**src/hw/rtl/fsca_pkg.sv**
```systemverilog
// Package for the fixed-slot context allocator.
// Holds the pool geometry, the transaction structs, the sequencer states and helpers.
// No dependencies.
`default_nettype none

package fsca_pkg;

  // Pool geometry. SLOT_BYTES must be a power of two.
  localparam int SLOT_COUNT = 320;
  localparam int SLOT_BYTES = 64;
  localparam int SLOT_SHIFT = $clog2(SLOT_BYTES);

  // The used bitmap is stored as words of WORD_BITS slots each.
  localparam int WORD_BITS  = 32;
  localparam int BIT_W      = $clog2(WORD_BITS);
  localparam int WORD_COUNT = (SLOT_COUNT + WORD_BITS - 1) / WORD_BITS;
  localparam int WORD_W     = (WORD_COUNT > 1) ? $clog2(WORD_COUNT) : 1;
  localparam int SCAN_W     = WORD_W + BIT_W;

  localparam int ADDR_W = 32;
  localparam int IDX_W  = 9;

  localparam logic [ADDR_W-1:0] POOL_BASE_RESET = 32'h6001_0000;
  localparam logic [ADDR_W:0]   POOL_BYTES      = (ADDR_W + 1)'(SLOT_COUNT * SLOT_BYTES);
  localparam logic [WORD_W-1:0] LAST_WORD       = WORD_W'(WORD_COUNT - 1);

  typedef enum logic [1:0] {
    ACT_CREATE = 2'd0,
    ACT_FREE   = 2'd1,
    ACT_QUERY  = 2'd2,
    ACT_RESET  = 2'd3
  } action_t;

  typedef struct packed {
    action_t           action;
    logic [ADDR_W-1:0] address;
  } request_t;

  typedef struct packed {
    logic              ok;
    logic [ADDR_W-1:0] context_address;
    logic [IDX_W-1:0]  slot_index;
    logic              clear_context;
    logic              reset_decoder;
  } result_t;

  typedef enum logic [1:0] {
    ST_IDLE   = 2'd0,
    ST_LOCATE = 2'd1,
    ST_EVAL   = 2'd2
  } state_t;

  // Outcome of the address range and alignment check.
  typedef struct packed {
    logic              hit;
    logic [SCAN_W-1:0] slot;
  } locate_t;

  // Write port of the bitmap memory.
  typedef struct packed {
    logic                 en;
    logic [WORD_W-1:0]    addr;
    logic [WORD_BITS-1:0] data;
  } bitmap_wr_t;

  // Slot number in the width of the result field.
  function automatic logic [IDX_W-1:0] to_idx(input logic [SCAN_W-1:0] slot);
    logic [SCAN_W+IDX_W-1:0] wide;
    wide = {{IDX_W{1'b0}}, slot};
    return wide[IDX_W-1:0];
  endfunction

endpackage

`default_nettype wire

```
**src/hw/rtl/fsca_bitmap_mem.sv**
```systemverilog
// Used-slot bitmap memory of the context allocator, one word of slots per row.
// Rows carry a valid flag cleared by reset; an unwritten row reads as all free.
// Depends on fsca_pkg.
`default_nettype none

module fsca_bitmap_mem
  import fsca_pkg::*;
(
  input  wire logic                 clk,
  input  wire logic                 rst,
  input  wire logic [WORD_W-1:0]    rd_addr,
  input  wire bitmap_wr_t           wr,
  output logic      [WORD_BITS-1:0] rd_data
);

  logic [WORD_BITS-1:0]  mem [WORD_COUNT];
  logic [WORD_BITS-1:0]  mem_q;
  logic [WORD_COUNT-1:0] row_valid;
  logic                  rd_valid;

  always_ff @(posedge clk) begin
    if (wr.en) begin
      mem[wr.addr] <= wr.data;
    end
    mem_q <= mem[rd_addr];
  end

  always_ff @(posedge clk) begin
    if (rst) begin
      row_valid <= '0;
      rd_valid  <= 1'b0;
    end else begin
      if (wr.en) begin
        row_valid[wr.addr] <= 1'b1;
      end
      rd_valid <= row_valid[rd_addr];
    end
  end

  assign rd_data = rd_valid ? mem_q : '0;

endmodule

`default_nettype wire

```
**src/hw/rtl/fsca_slot_decode.sv**
```systemverilog
// Address decoder of the context allocator.
// Checks that an address lies in the pool and is slot-aligned, and gives its slot number.
// Depends on fsca_pkg.
`default_nettype none

module fsca_slot_decode
  import fsca_pkg::*;
(
  input  wire logic [ADDR_W-1:0] pool_base,
  input  wire logic [ADDR_W-1:0] address,
  output locate_t                loc
);

  logic [ADDR_W:0] offset;
  logic            below_base;
  logic            in_pool;
  logic            aligned;

  always_comb begin
    offset     = {1'b0, address} - {1'b0, pool_base};
    below_base = offset[ADDR_W];
    in_pool    = !below_base && (offset < POOL_BYTES);
    aligned    = (offset[SLOT_SHIFT-1:0] == '0);
    loc.hit    = (pool_base != '0) && in_pool && aligned;
    loc.slot   = offset[SLOT_SHIFT +: SCAN_W];
  end

endmodule

`default_nettype wire

```
**src/hw/rtl/fixed_slot_context_allocator.sv**
```systemverilog
// Top level of the fixed-slot context allocator.
// Instantiates fsca_slot_decode and fsca_bitmap_mem; depends on fsca_pkg.
//
// Usage:
// The allocator hands out fixed-size context slots from a pool that starts at
// pool_base. A command transaction is taken at a rising edge where start is
// high and busy is low; request carries the action and, for free, query and
// reset, the context address. Each command yields exactly one result
// transaction: result_valid is high for one cycle with result, and the
// receiver must take it then, since there is no back-pressure.
//
// Timing: free, query and reset pass through the LOCATE and EVAL states after
// the accepting edge, and busy drops in the same cycle as result_valid rises,
// so a new command is taken only once the last one has answered. Create scans
// the used bitmap one word of 32 slots per cycle through the single read port
// of the bitmap memory, from word zero up to the first word with a free slot
// or the last word.
//
// The user must write pool_base via pool_base_we and pool_base_data while the
// block is idle; the block does not enforce it. Reset restores pool_base and
// invalidates every bitmap row at once (all slots read free; no clearing pass).
`default_nettype none

module fixed_slot_context_allocator
  import fsca_pkg::*;
(
  input  wire logic              clk,
  input  wire logic              rst,
  input  wire logic              start,
  output logic                   busy,
  input  wire request_t          request,
  output logic                   result_valid,
  output result_t                result,
  input  wire logic              pool_base_we,
  input  wire logic [ADDR_W-1:0] pool_base_data
);

  state_t state, state_next;

  // Captured command and decode results.
  action_t           op;
  logic [ADDR_W-1:0] addr_q;
  logic              hit;
  logic [SCAN_W-1:0] slot_q;
  logic [WORD_W-1:0] scan_word, scan_word_next;
  logic [ADDR_W-1:0] pool_base;

  // Memory interface.
  logic [WORD_W-1:0]    rd_addr;
  logic [WORD_BITS-1:0] rd_data;
  bitmap_wr_t           wr;

  locate_t loc;

  // Evaluation signals.
  logic [WORD_BITS-1:0] free_vec;
  logic [BIT_W-1:0]     free_bit;
  logic [SCAN_W-1:0]    new_slot;
  logic [ADDR_W:0]      new_addr;
  logic                 create_ok;
  logic                 scan_more;
  logic [BIT_W-1:0]     bit_sel;
  logic [WORD_BITS-1:0] bit_mask;
  logic                 slot_in_use;
  result_t              result_next;
  logic                 result_load;

  fsca_slot_decode u_decode (
    .pool_base (pool_base),
    .address   (addr_q),
    .loc       (loc)
  );

  fsca_bitmap_mem u_bitmap (
    .clk     (clk),
    .rst     (rst),
    .rd_addr (rd_addr),
    .wr      (wr),
    .rd_data (rd_data)
  );

  // Search of the word in hand for the lowest free slot. Bits past the last
  // slot of the pool count as taken.
  always_comb begin
    for (int b = 0; b < WORD_BITS; b++) begin
      free_vec[b] = !rd_data[b] &&
                    ({scan_word, BIT_W'(b)} < SCAN_W'(SLOT_COUNT));
    end
    free_bit = '0;
    for (int b = WORD_BITS - 1; b >= 0; b--) begin
      if (free_vec[b]) begin
        free_bit = BIT_W'(b);
      end
    end
    new_slot  = {scan_word, free_bit};
    new_addr  = {1'b0, pool_base} + ((ADDR_W + 1)'(new_slot) << SLOT_SHIFT);
    // A slot whose address would pass 4 GiB does not exist, so create fails.
    create_ok = (pool_base != '0) && (|free_vec) && !new_addr[ADDR_W];
    scan_more = (pool_base != '0) && !(|free_vec) && (scan_word != LAST_WORD);

    bit_sel     = slot_q[BIT_W-1:0];
    bit_mask    = WORD_BITS'(1) << bit_sel;
    slot_in_use = rd_data[bit_sel];
  end

  // Next-state logic.
  always_comb begin
    state_next = state;
    case (state)
      ST_IDLE: begin
        if (start) begin
          state_next = ST_LOCATE;
        end
      end
      ST_LOCATE: begin
        state_next = ST_EVAL;
      end
      ST_EVAL: begin
        if (!((op == ACT_CREATE) && scan_more)) begin
          state_next = ST_IDLE;
        end
      end
      default: begin
        state_next = ST_IDLE;
      end
    endcase
  end

  // Output and datapath control: memory accesses and the result.
  always_comb begin
    busy           = (state != ST_IDLE);
    rd_addr        = scan_word;
    scan_word_next = scan_word;
    wr             = '0;
    result_next    = '0;
    result_load    = 1'b0;
    case (state)
      ST_IDLE: begin
        scan_word_next = '0;
      end
      ST_LOCATE: begin
        // Create starts its scan at word zero; the others read their slot's word on a hit.
        if ((op != ACT_CREATE) && loc.hit) begin
          rd_addr = loc.slot[SCAN_W-1:BIT_W];
        end else begin
          rd_addr = '0;
        end
        scan_word_next = '0;
      end
      ST_EVAL: begin
        case (op)
          ACT_CREATE: begin
            if (scan_more) begin
              scan_word_next = scan_word + WORD_W'(1);
              rd_addr        = scan_word_next;
            end else begin
              result_load = 1'b1;
              if (create_ok) begin
                wr.en                       = 1'b1;
                wr.addr                     = scan_word;
                wr.data                     = rd_data | (WORD_BITS'(1) << free_bit);
                result_next.ok              = 1'b1;
                result_next.context_address = new_addr[ADDR_W-1:0];
                result_next.slot_index      = to_idx(new_slot);
                result_next.clear_context   = 1'b1;
              end
            end
          end
          ACT_FREE: begin
            result_load = 1'b1;
            if (hit && slot_in_use) begin
              wr.en                     = 1'b1;
              wr.addr                   = slot_q[SCAN_W-1:BIT_W];
              wr.data                   = rd_data & ~bit_mask;
              result_next.ok            = 1'b1;
              result_next.slot_index    = to_idx(slot_q);
              result_next.clear_context = 1'b1;
              result_next.reset_decoder = 1'b1;
            end
          end
          ACT_QUERY: begin
            result_load = 1'b1;
            if (hit && slot_in_use) begin
              result_next.ok         = 1'b1;
              result_next.slot_index = to_idx(slot_q);
            end
          end
          ACT_RESET: begin
            // Only range and alignment matter; the use mark is not consulted.
            result_load = 1'b1;
            if (hit) begin
              result_next.ok            = 1'b1;
              result_next.slot_index    = to_idx(slot_q);
              result_next.reset_decoder = 1'b1;
            end
          end
          default: begin
            result_load = 1'b1;
          end
        endcase
      end
      default: begin
        scan_word_next = '0;
      end
    endcase
  end

  // Control registers.
  always_ff @(posedge clk) begin
    if (rst) begin
      state        <= ST_IDLE;
      result_valid <= 1'b0;
      pool_base    <= POOL_BASE_RESET;
    end else begin
      state        <= state_next;
      result_valid <= result_load;
      if (pool_base_we) begin
        pool_base <= pool_base_data;
      end
    end
  end

  // Command and result registers.
  always_ff @(posedge clk) begin
    if ((state == ST_IDLE) && start) begin
      op     <= request.action;
      addr_q <= request.address;
    end
    if (state == ST_LOCATE) begin
      hit    <= loc.hit;
      slot_q <= loc.slot;
    end
    scan_word <= scan_word_next;
    if (result_load) begin
      result <= result_next;
    end
  end

endmodule

`default_nettype wire

```
**config.mk**
```make
export PLATFORM = sky130hd
export DESIGN_NAME = fixed_slot_context_allocator
export DESIGN_NICKNAME = d
export VERILOG_FILES = /design/src/hw/rtl/fsca_pkg.sv /design/src/hw/rtl/fsca_bitmap_mem.sv /design/src/hw/rtl/fsca_slot_decode.sv /design/src/hw/rtl/fixed_slot_context_allocator.sv
export SDC_FILE = /design/constraint.sdc
export NUM_CORES = 1
export LEC_CHECK = 0
export ABC_AREA = 1
export BUFFER_PORTS_ARGS = -buffer_cell sky130_fd_sc_hd__buf_2
export CAP_MARGIN = 20
export CORE_MARGIN = 5
export CORE_UTILIZATION = 55
export DETAILED_ROUTE_END_ITERATION = 10
export GPL_TIMING_DRIVEN = 0
export PLACE_DENSITY = 0.76
export SLEW_MARGIN = 5
export SYNTH_ARGS = -nofsm -noshare
export SYNTH_HDL_FRONTEND = slang
export SYNTH_SLANG_ARGS = --single-unit
export TNS_END_PERCENT = 1
```
**constraint.sdc**
```tcl
create_clock -name clk -period 6.45 [get_ports clk]
set_input_delay 0.3225 -clock clk [delete_from_list [all_inputs] [get_ports clk]]
set_output_delay 0.3225 -clock clk [all_outputs]
set_load 0.05 [all_outputs]
```
# == Word-level counts from Yosys, hierarchy flattened ==
# Memories as Yosys holds them, arrays and structs flattened. A register that Yosys moved wholly into a read port is not among the register bits.
# Cells that the tools add are included.
# word_totals
register_bits,138
inputBits,70
output_inout_bits,46
wordCells,230
n_memories,1
mem_bits_rw,320
# op_classes
reduce_logical,90
shifts,2
addsub,3
bitwise_logic,7
order_cmp,37
n_mux,67
eq_ne,8
# memory_table
memory,words,width,rd,rd_clocked_by_memory_dff,wr,line,text
u_bitmap.mem,10,32,1,1,1,fsca_bitmap_mem.sv:16,logic [WORD_BITS-1:0] mem [WORD_COUNT];
# ops
operator,count
$lt 9x9->1 const B,32
$mux 5,32
$mux 37,4
$mux 43,2
$pmux 37 s2,1
$shl 1x5->32 const A,2
$logic_and 1x1->1,44
$pmux 9 s4,1
$logic_not 1->1,35
$add 32x15->33,1
$lt 33x15->1 const B,1
$sub 32x32->33,1
$and 32x32->32,1
$mux 32,1
$not 32->32,1
$or 32x32->32,1
$reduce_bool 32->1,1
$reduce_or 32->1,1
$mux 9,2
$mux 4,3
$mux 11,1
$lt 4x5->1 const B,2
$or 10x10->10,1
$mux 1,9
other kinds (23),34

# == Logic depth before layout (Yosys ltp) ==
# logic_depth
word_depth,47
mapped_depth,56

# == Cells and area by module ==
# A second synthesis with hierarchy kept.
# unflattened
cells_unflattened,2686
area_unflattened_um2,24628.6
# modules_own_cells
module,seq_area_each_um2,instances,area_per_inst_um2,cells_each
fsca_bitmap_mem,10470.0,1,14283.7,1146
fixed_slot_context_allocator,3423.3,1,7439.6,918
fsca_slot_decode,0.0,1,2905.3,622

# == Worst setup path after synthesis ==
# Ideal clock, no wire load.
# synth_timing
path_kind,flip-flop to flip-flop
startpoint,register scan_word[2]
endpoint,"memory u_bitmap.mem[4][0], enable pin"
path_slack_ns,0.430
setup_ns,0.417
arrival_time_ns,5.603
stages_incl_launch_ff,53
required_ns,6.033
cell_sequence,dfxtp_1 -> nor2_2 -> nor2_4 -> buf_6 -> nor2_1 -> nand2_1 -> nand2_1 -> nand2_1 -> nand2_1 -> nand2_1 -> nand2_1 -> nand2_1 -> nand2_1 -> nand2_1 -> nand2_1 -> nand2_1 -> nand2_1 -> nand2_1 -> (+17 left out) -> nand2_1 -> nand2_1 -> a21oi_1 -> inv_1 -> nand3_2 -> a21oi_2 -> nor2_2 -> o21ai_2 -> a21oi_2 -> nor2_4 -> a31oi_2 -> nand2_2 -> inv_2 -> buf_6 -> nand2_1 -> nand2_2 -> nand2_4 -> nor3_2
# synth_via
elab_chain_len,43
# synth_lines
item,line,text
"start, declared",fixed_slot_context_allocator.sv:45,"logic [WORD_W-1:0] scan_word, scan_word_next;"
"start signal, assigned",fixed_slot_context_allocator.sv:233,scan_word <= scan_word_next;
$lt 9x9->1,fixed_slot_context_allocator.sv:87,"({scan_word, BIT_W'(b)} < SCAN_W'(SLOT_COUNT));"
$logic_and 1x1->1,fixed_slot_context_allocator.sv:86,free_vec[b] = !rd_data[b] &&
$mux 5 (32 in series),fixed_slot_context_allocator.sv:91,if (free_vec[b]) begin
$add 32x15->33,fixed_slot_context_allocator.sv:96,"new_addr = {1'b0, pool_base} + ((ADDR_W + 1)'(new_slot) << SLOT_SHIFT);"
$logic_not 1->1,fixed_slot_context_allocator.sv:98,create_ok = (pool_base != '0) && (|free_vec) && !new_addr[ADDR_W];
$logic_and 1x1->1,fixed_slot_context_allocator.sv:98,
$mux 37,fixed_slot_context_allocator.sv:158,if (create_ok) begin
$mux 37 *,fixed_slot_context_allocator.sv:153,if (scan_more) begin
$pmux 37 s2 *,fixed_slot_context_allocator.sv:151,case (op)
$mux 37 *,fixed_slot_context_allocator.sv:137,case (state)
$mux 1,fsca_bitmap_mem.sv:22,if (wr.en) begin
$mux 1 (implied by the code),fsca_bitmap_mem.sv:23,mem[wr.addr] <= wr.data;
"end, declared",fsca_bitmap_mem.sv:16,
# Every way passes the cells marked *; elsewhere a longest branch is shown, timed or not.

# == Worst setup path in the final report ==
# layout_timing
startpoint,register scan_word[3]
endpoint,"memory u_bitmap.mem[5][29], enable pin"
# Same word-level chain as after synthesis.

==> results.md <==
- Worst Path Required: 6.76 ns
- Worst setup SP type: flop
- Synth cell types: 62
- Die X-Extent: 217 um
- Synth Area in Simple Gates: 18.4%
- Post-synthesis compound-gate area fraction: 11.8%
- First-pass GRT wire length: 112000 um
- Worst EP arrival: 6.40 ns
- Worst-path clk slew: 0.06 ns
- Cell-internal power: 6030 uW
- Pwr per Cell Area: 333 nW/um2
- Drt drc: 0
- Final Core Density: 65.3%
- Crit path top cell by count: nand2_1
- Clock sink count: 490
- Vias in the first global route: 19100
- Wire length per cell: 23.6 um
- GRT Total Usage: 31.3%
- DRT Wirelength: 76100 um
- Die height: 217 um
- I/O pin cnt: 116
- Yosys warns: 0
- Worst Path Max Fanout: 16
- Final Cycle Share: 94.5%
- Clock Power Share: 31.0%
- Core Footprint: 42800 um2
- Final net count: 2758
- Clock skew: 0.0378 ns
- Worst setup EP type: flop
- Measured slew at the worst slew-check pin: 1.16 ns
- Area growth, synth to finish: 18.3%
- Worst hold path type: input pin to flop
- Crit path largest cell delay: 0.40 ns
- Later-pin clock latency in the skew report: 0.62 ns
- Synthesized area: 23600 um2
- Routed length on met3: 6300 um
- Sequential share of power: 40.3%
- Largest net degree at the start of global routing: 33
- Leak Pwr: 0.0107 uW
- Final Critical Period: 6.09 ns
- Yosys top cell by area: edfxtp_1
- Async S/R FF share, synth: 0%
- Combinational share of power: 28.7%
- Switching Fraction: 35.2%
- Worst slew margin: 22.4%
- Initial antenna violation count: 1
- Worst VDD drop: 0.270 mV
- Post-DRT Antenna Nets: 0
- Post-synth net total: 2514
- XOR/XNOR Fraction of Synth Area: 1.45%
- Placer Congestion: 0.983
- Main synth FF type: edfxtp_1
- Worst path slowest cell: dfxtp_4
- Setup-failing EPs final: 0
- Wl on met1: 27400 um
- Number of synthesized register bits: 490
- DP HPWL: 54300 um
- CTS Buf Count: 49
- Initial Utilization: 55.2%
- Post-synth EDFFs: 408
- Critical path class: flop to flop
- Row cnt: 76
- Max Transition Viols Final: 0
- Max Cap Violations: 0
- Count leader, synth: nand2_1
- Share of layout cells above drive strength 1: 15.4%
- Htree depth: 2
- Met2 wire length: 38000 um
- Mux share of post-synthesis cell area: 0%
- Run status: complete, no violations
- Syn Area/Cell: 9.88 um2
- Final Hold Fails: 0
- TritonRoute pass-1 iters: 6
- Post-synthesis sequential area ratio: 58.8%
- Via Count: 19400
- Root Buffer: clkbuf_16
- IO Port Bufs: 114
- Highest metal used: met4
- Sw Pwr: 3280 uW
- Most frequent cells after synthesis: nand2_1 (412), edfxtp_1 (408), inv_1 (275), nor2_1 (213), nand3_1 (179)
- Dominant cells by area after synthesis: edfxtp_1 (52%), dfxtp_1 (6.9%), nand2_1 (6.5%)
- Worst hold slack: 0.0257 ns
- Gate Count Post-Synth: 2392
- Synth top area share: 51.9%
- Total gr overflow: 0
- DR vias/cell: 6.03
- Die ar.: 47200 um2
- Fmax: 0.164 GHz
- Largest family of logic cells by synthesized area: simple AND/OR/NAND/NOR gates
- Post-synthesis adder-cell area fraction: 2.82%
- Initial drt markers: 2322
- CTS tree: done
- Clock Tree Buf Depth: 3
-- power groups by stage --
stage | registers, uW | clock network (uW) | logic, uW
floorplan | 3840 | 0 | 1550
global placement | 3810 | 0 | 2470
detailed placement | 3810 | 0 | 2530
CTS | 3750 | 2900 | 2590
global route | 3760 | 3040 | 2870
finish | 3750 | 2890 | 2670
-- critical path, delay by kind of cell, from the launching register on --
family,cells,cell delay [ns]
buffers and inverters,10,1.12
AOI/OAI and AO/OA,5,0.79
DFF,1,0.40
adders and majority gates,2,0.57
and+or+nand+nor,37,2.88
-- cell usage in the layout, fill, tap and decap left out, types with 7 or more instances in the layout --
cell           instances
edfxtp_1             408
nand2_1              401
inv_1                267
nor2_1               210
nand3_1              178
buf_2                152
o211ai_1             137
o21ai_0              114
a21oi_1              100
dfxtp_1               79
clkbuf_1              77
ha_1                  50
clkbuf_16             49
nand4_1               45
dlygate4sd3_1         37
a21oi_2               29
xor2_1                28
or2_2                 18
or2_1                 18
buf_4                 15
nand2_2               15
o21bai_1              13
nor4_1                12
xnor2_1               11
nor2_2                10
clkinv_1              10
clkbuf_8              10
buf_12                10
nor3_1                 9
inv_2                  8
buf_16                 8
nand2_4                7
o2111ai_1              7
clkinv_2               7
-- metrics by stage --
step / TNS, ns / cell area, um2 / setup WS [ns] / instances / total power [uW]
3_3_place_gp: -573.86 / 24900 / -2.25 / 3052 / 6280
4_1_cts: 0 / 27600 / 0.00711 / 3209 / 9240
3_5_place_dp: -257.11 / 25200 / -0.663 / 3066 / 6340
5_1_grt: -2.71 / 27900 / -0.0533 / 3223 / 9670
6_report: 0 / 27900 / 0.356 / 3224 / 9310
2_1_floorplan: 0 / 23600 / 0.430 / 2392 / 5390
-- state kept, by name, summed over array words and instances (netlist names) --
signal,flops
u_bitmap.mem,320
result,44
addr_q,32
pool_base,32
u_bitmap.mem_q,32
u_bitmap.row_valid,10
slot_q,9
scan_word,4
op,2
state,2
hit,1
result_valid,1
u_bitmap.rd_valid,1
-- repair_timing --
item	4_1_cts	5_1_grt
pin swaps	9	11
setup endpoints to repair	632	676
gates resized for setup	52	52
gates cloned	1	5
endpoints found under the hold margin	37	0
buffers inserted	13	9
hold buffers	37	0
-- per-layer routing --
layer,vias up,global-route usage [%]
met1,9239,37.9
met5,-,0
met2,1129,55.0
met4,0,15.2
li1,8819,-
met3,249,4.83
-- final cells by class --
| class | count | area [um2] |
|---|---|---|
| Antenna cell | 1 | 2.50 |
| Buffer | 112 | 522 |
| Clock buffer | 71 | 1410 |
| Clock inverter | 21 | 238 |
| Fill cell | 3258 | 14900 |
| Inverter | 288 | 1170 |
| Multi-Input combinational cell | 1502 | 8400 |
| Sequential cell | 490 | 13900 |
| Tap cell | 546 | 683 |
| Timing Repair Buffer | 187 | 1520 |
| Timing Repair inverter | 6 | 77.6 |
-- worst paths after layout --
| path | slack [ns] | startpoint | depth (start not counted) | end |
|---|---|---|---|---|
| setup / recovery | 0.36 | scan_word[3] | 54 | u_bitmap.mem[5][29] |
| hold / removal | 0.03 | pool_base_we | 2 | pool_base[30] |
| setup reg to reg | 0.36 | scan_word[3] | 54 | u_bitmap.mem[5][29] |
| hold reg to reg | 0.47 | u_bitmap.row_valid[3] | 2 | u_bitmap.row_valid[3] |
-- cells by family (layout without fill, tap and decap cells) --
kind of cell	after synthesis	count (layout)
xor+xnor	39	39
other cells	0	1
fa+ha+maj	52	52
simple gates	962	962
flops	490	490
compound gates	449	449
buf+inv	400	685
Note: power is estimated with default switching activity, not from simulation.
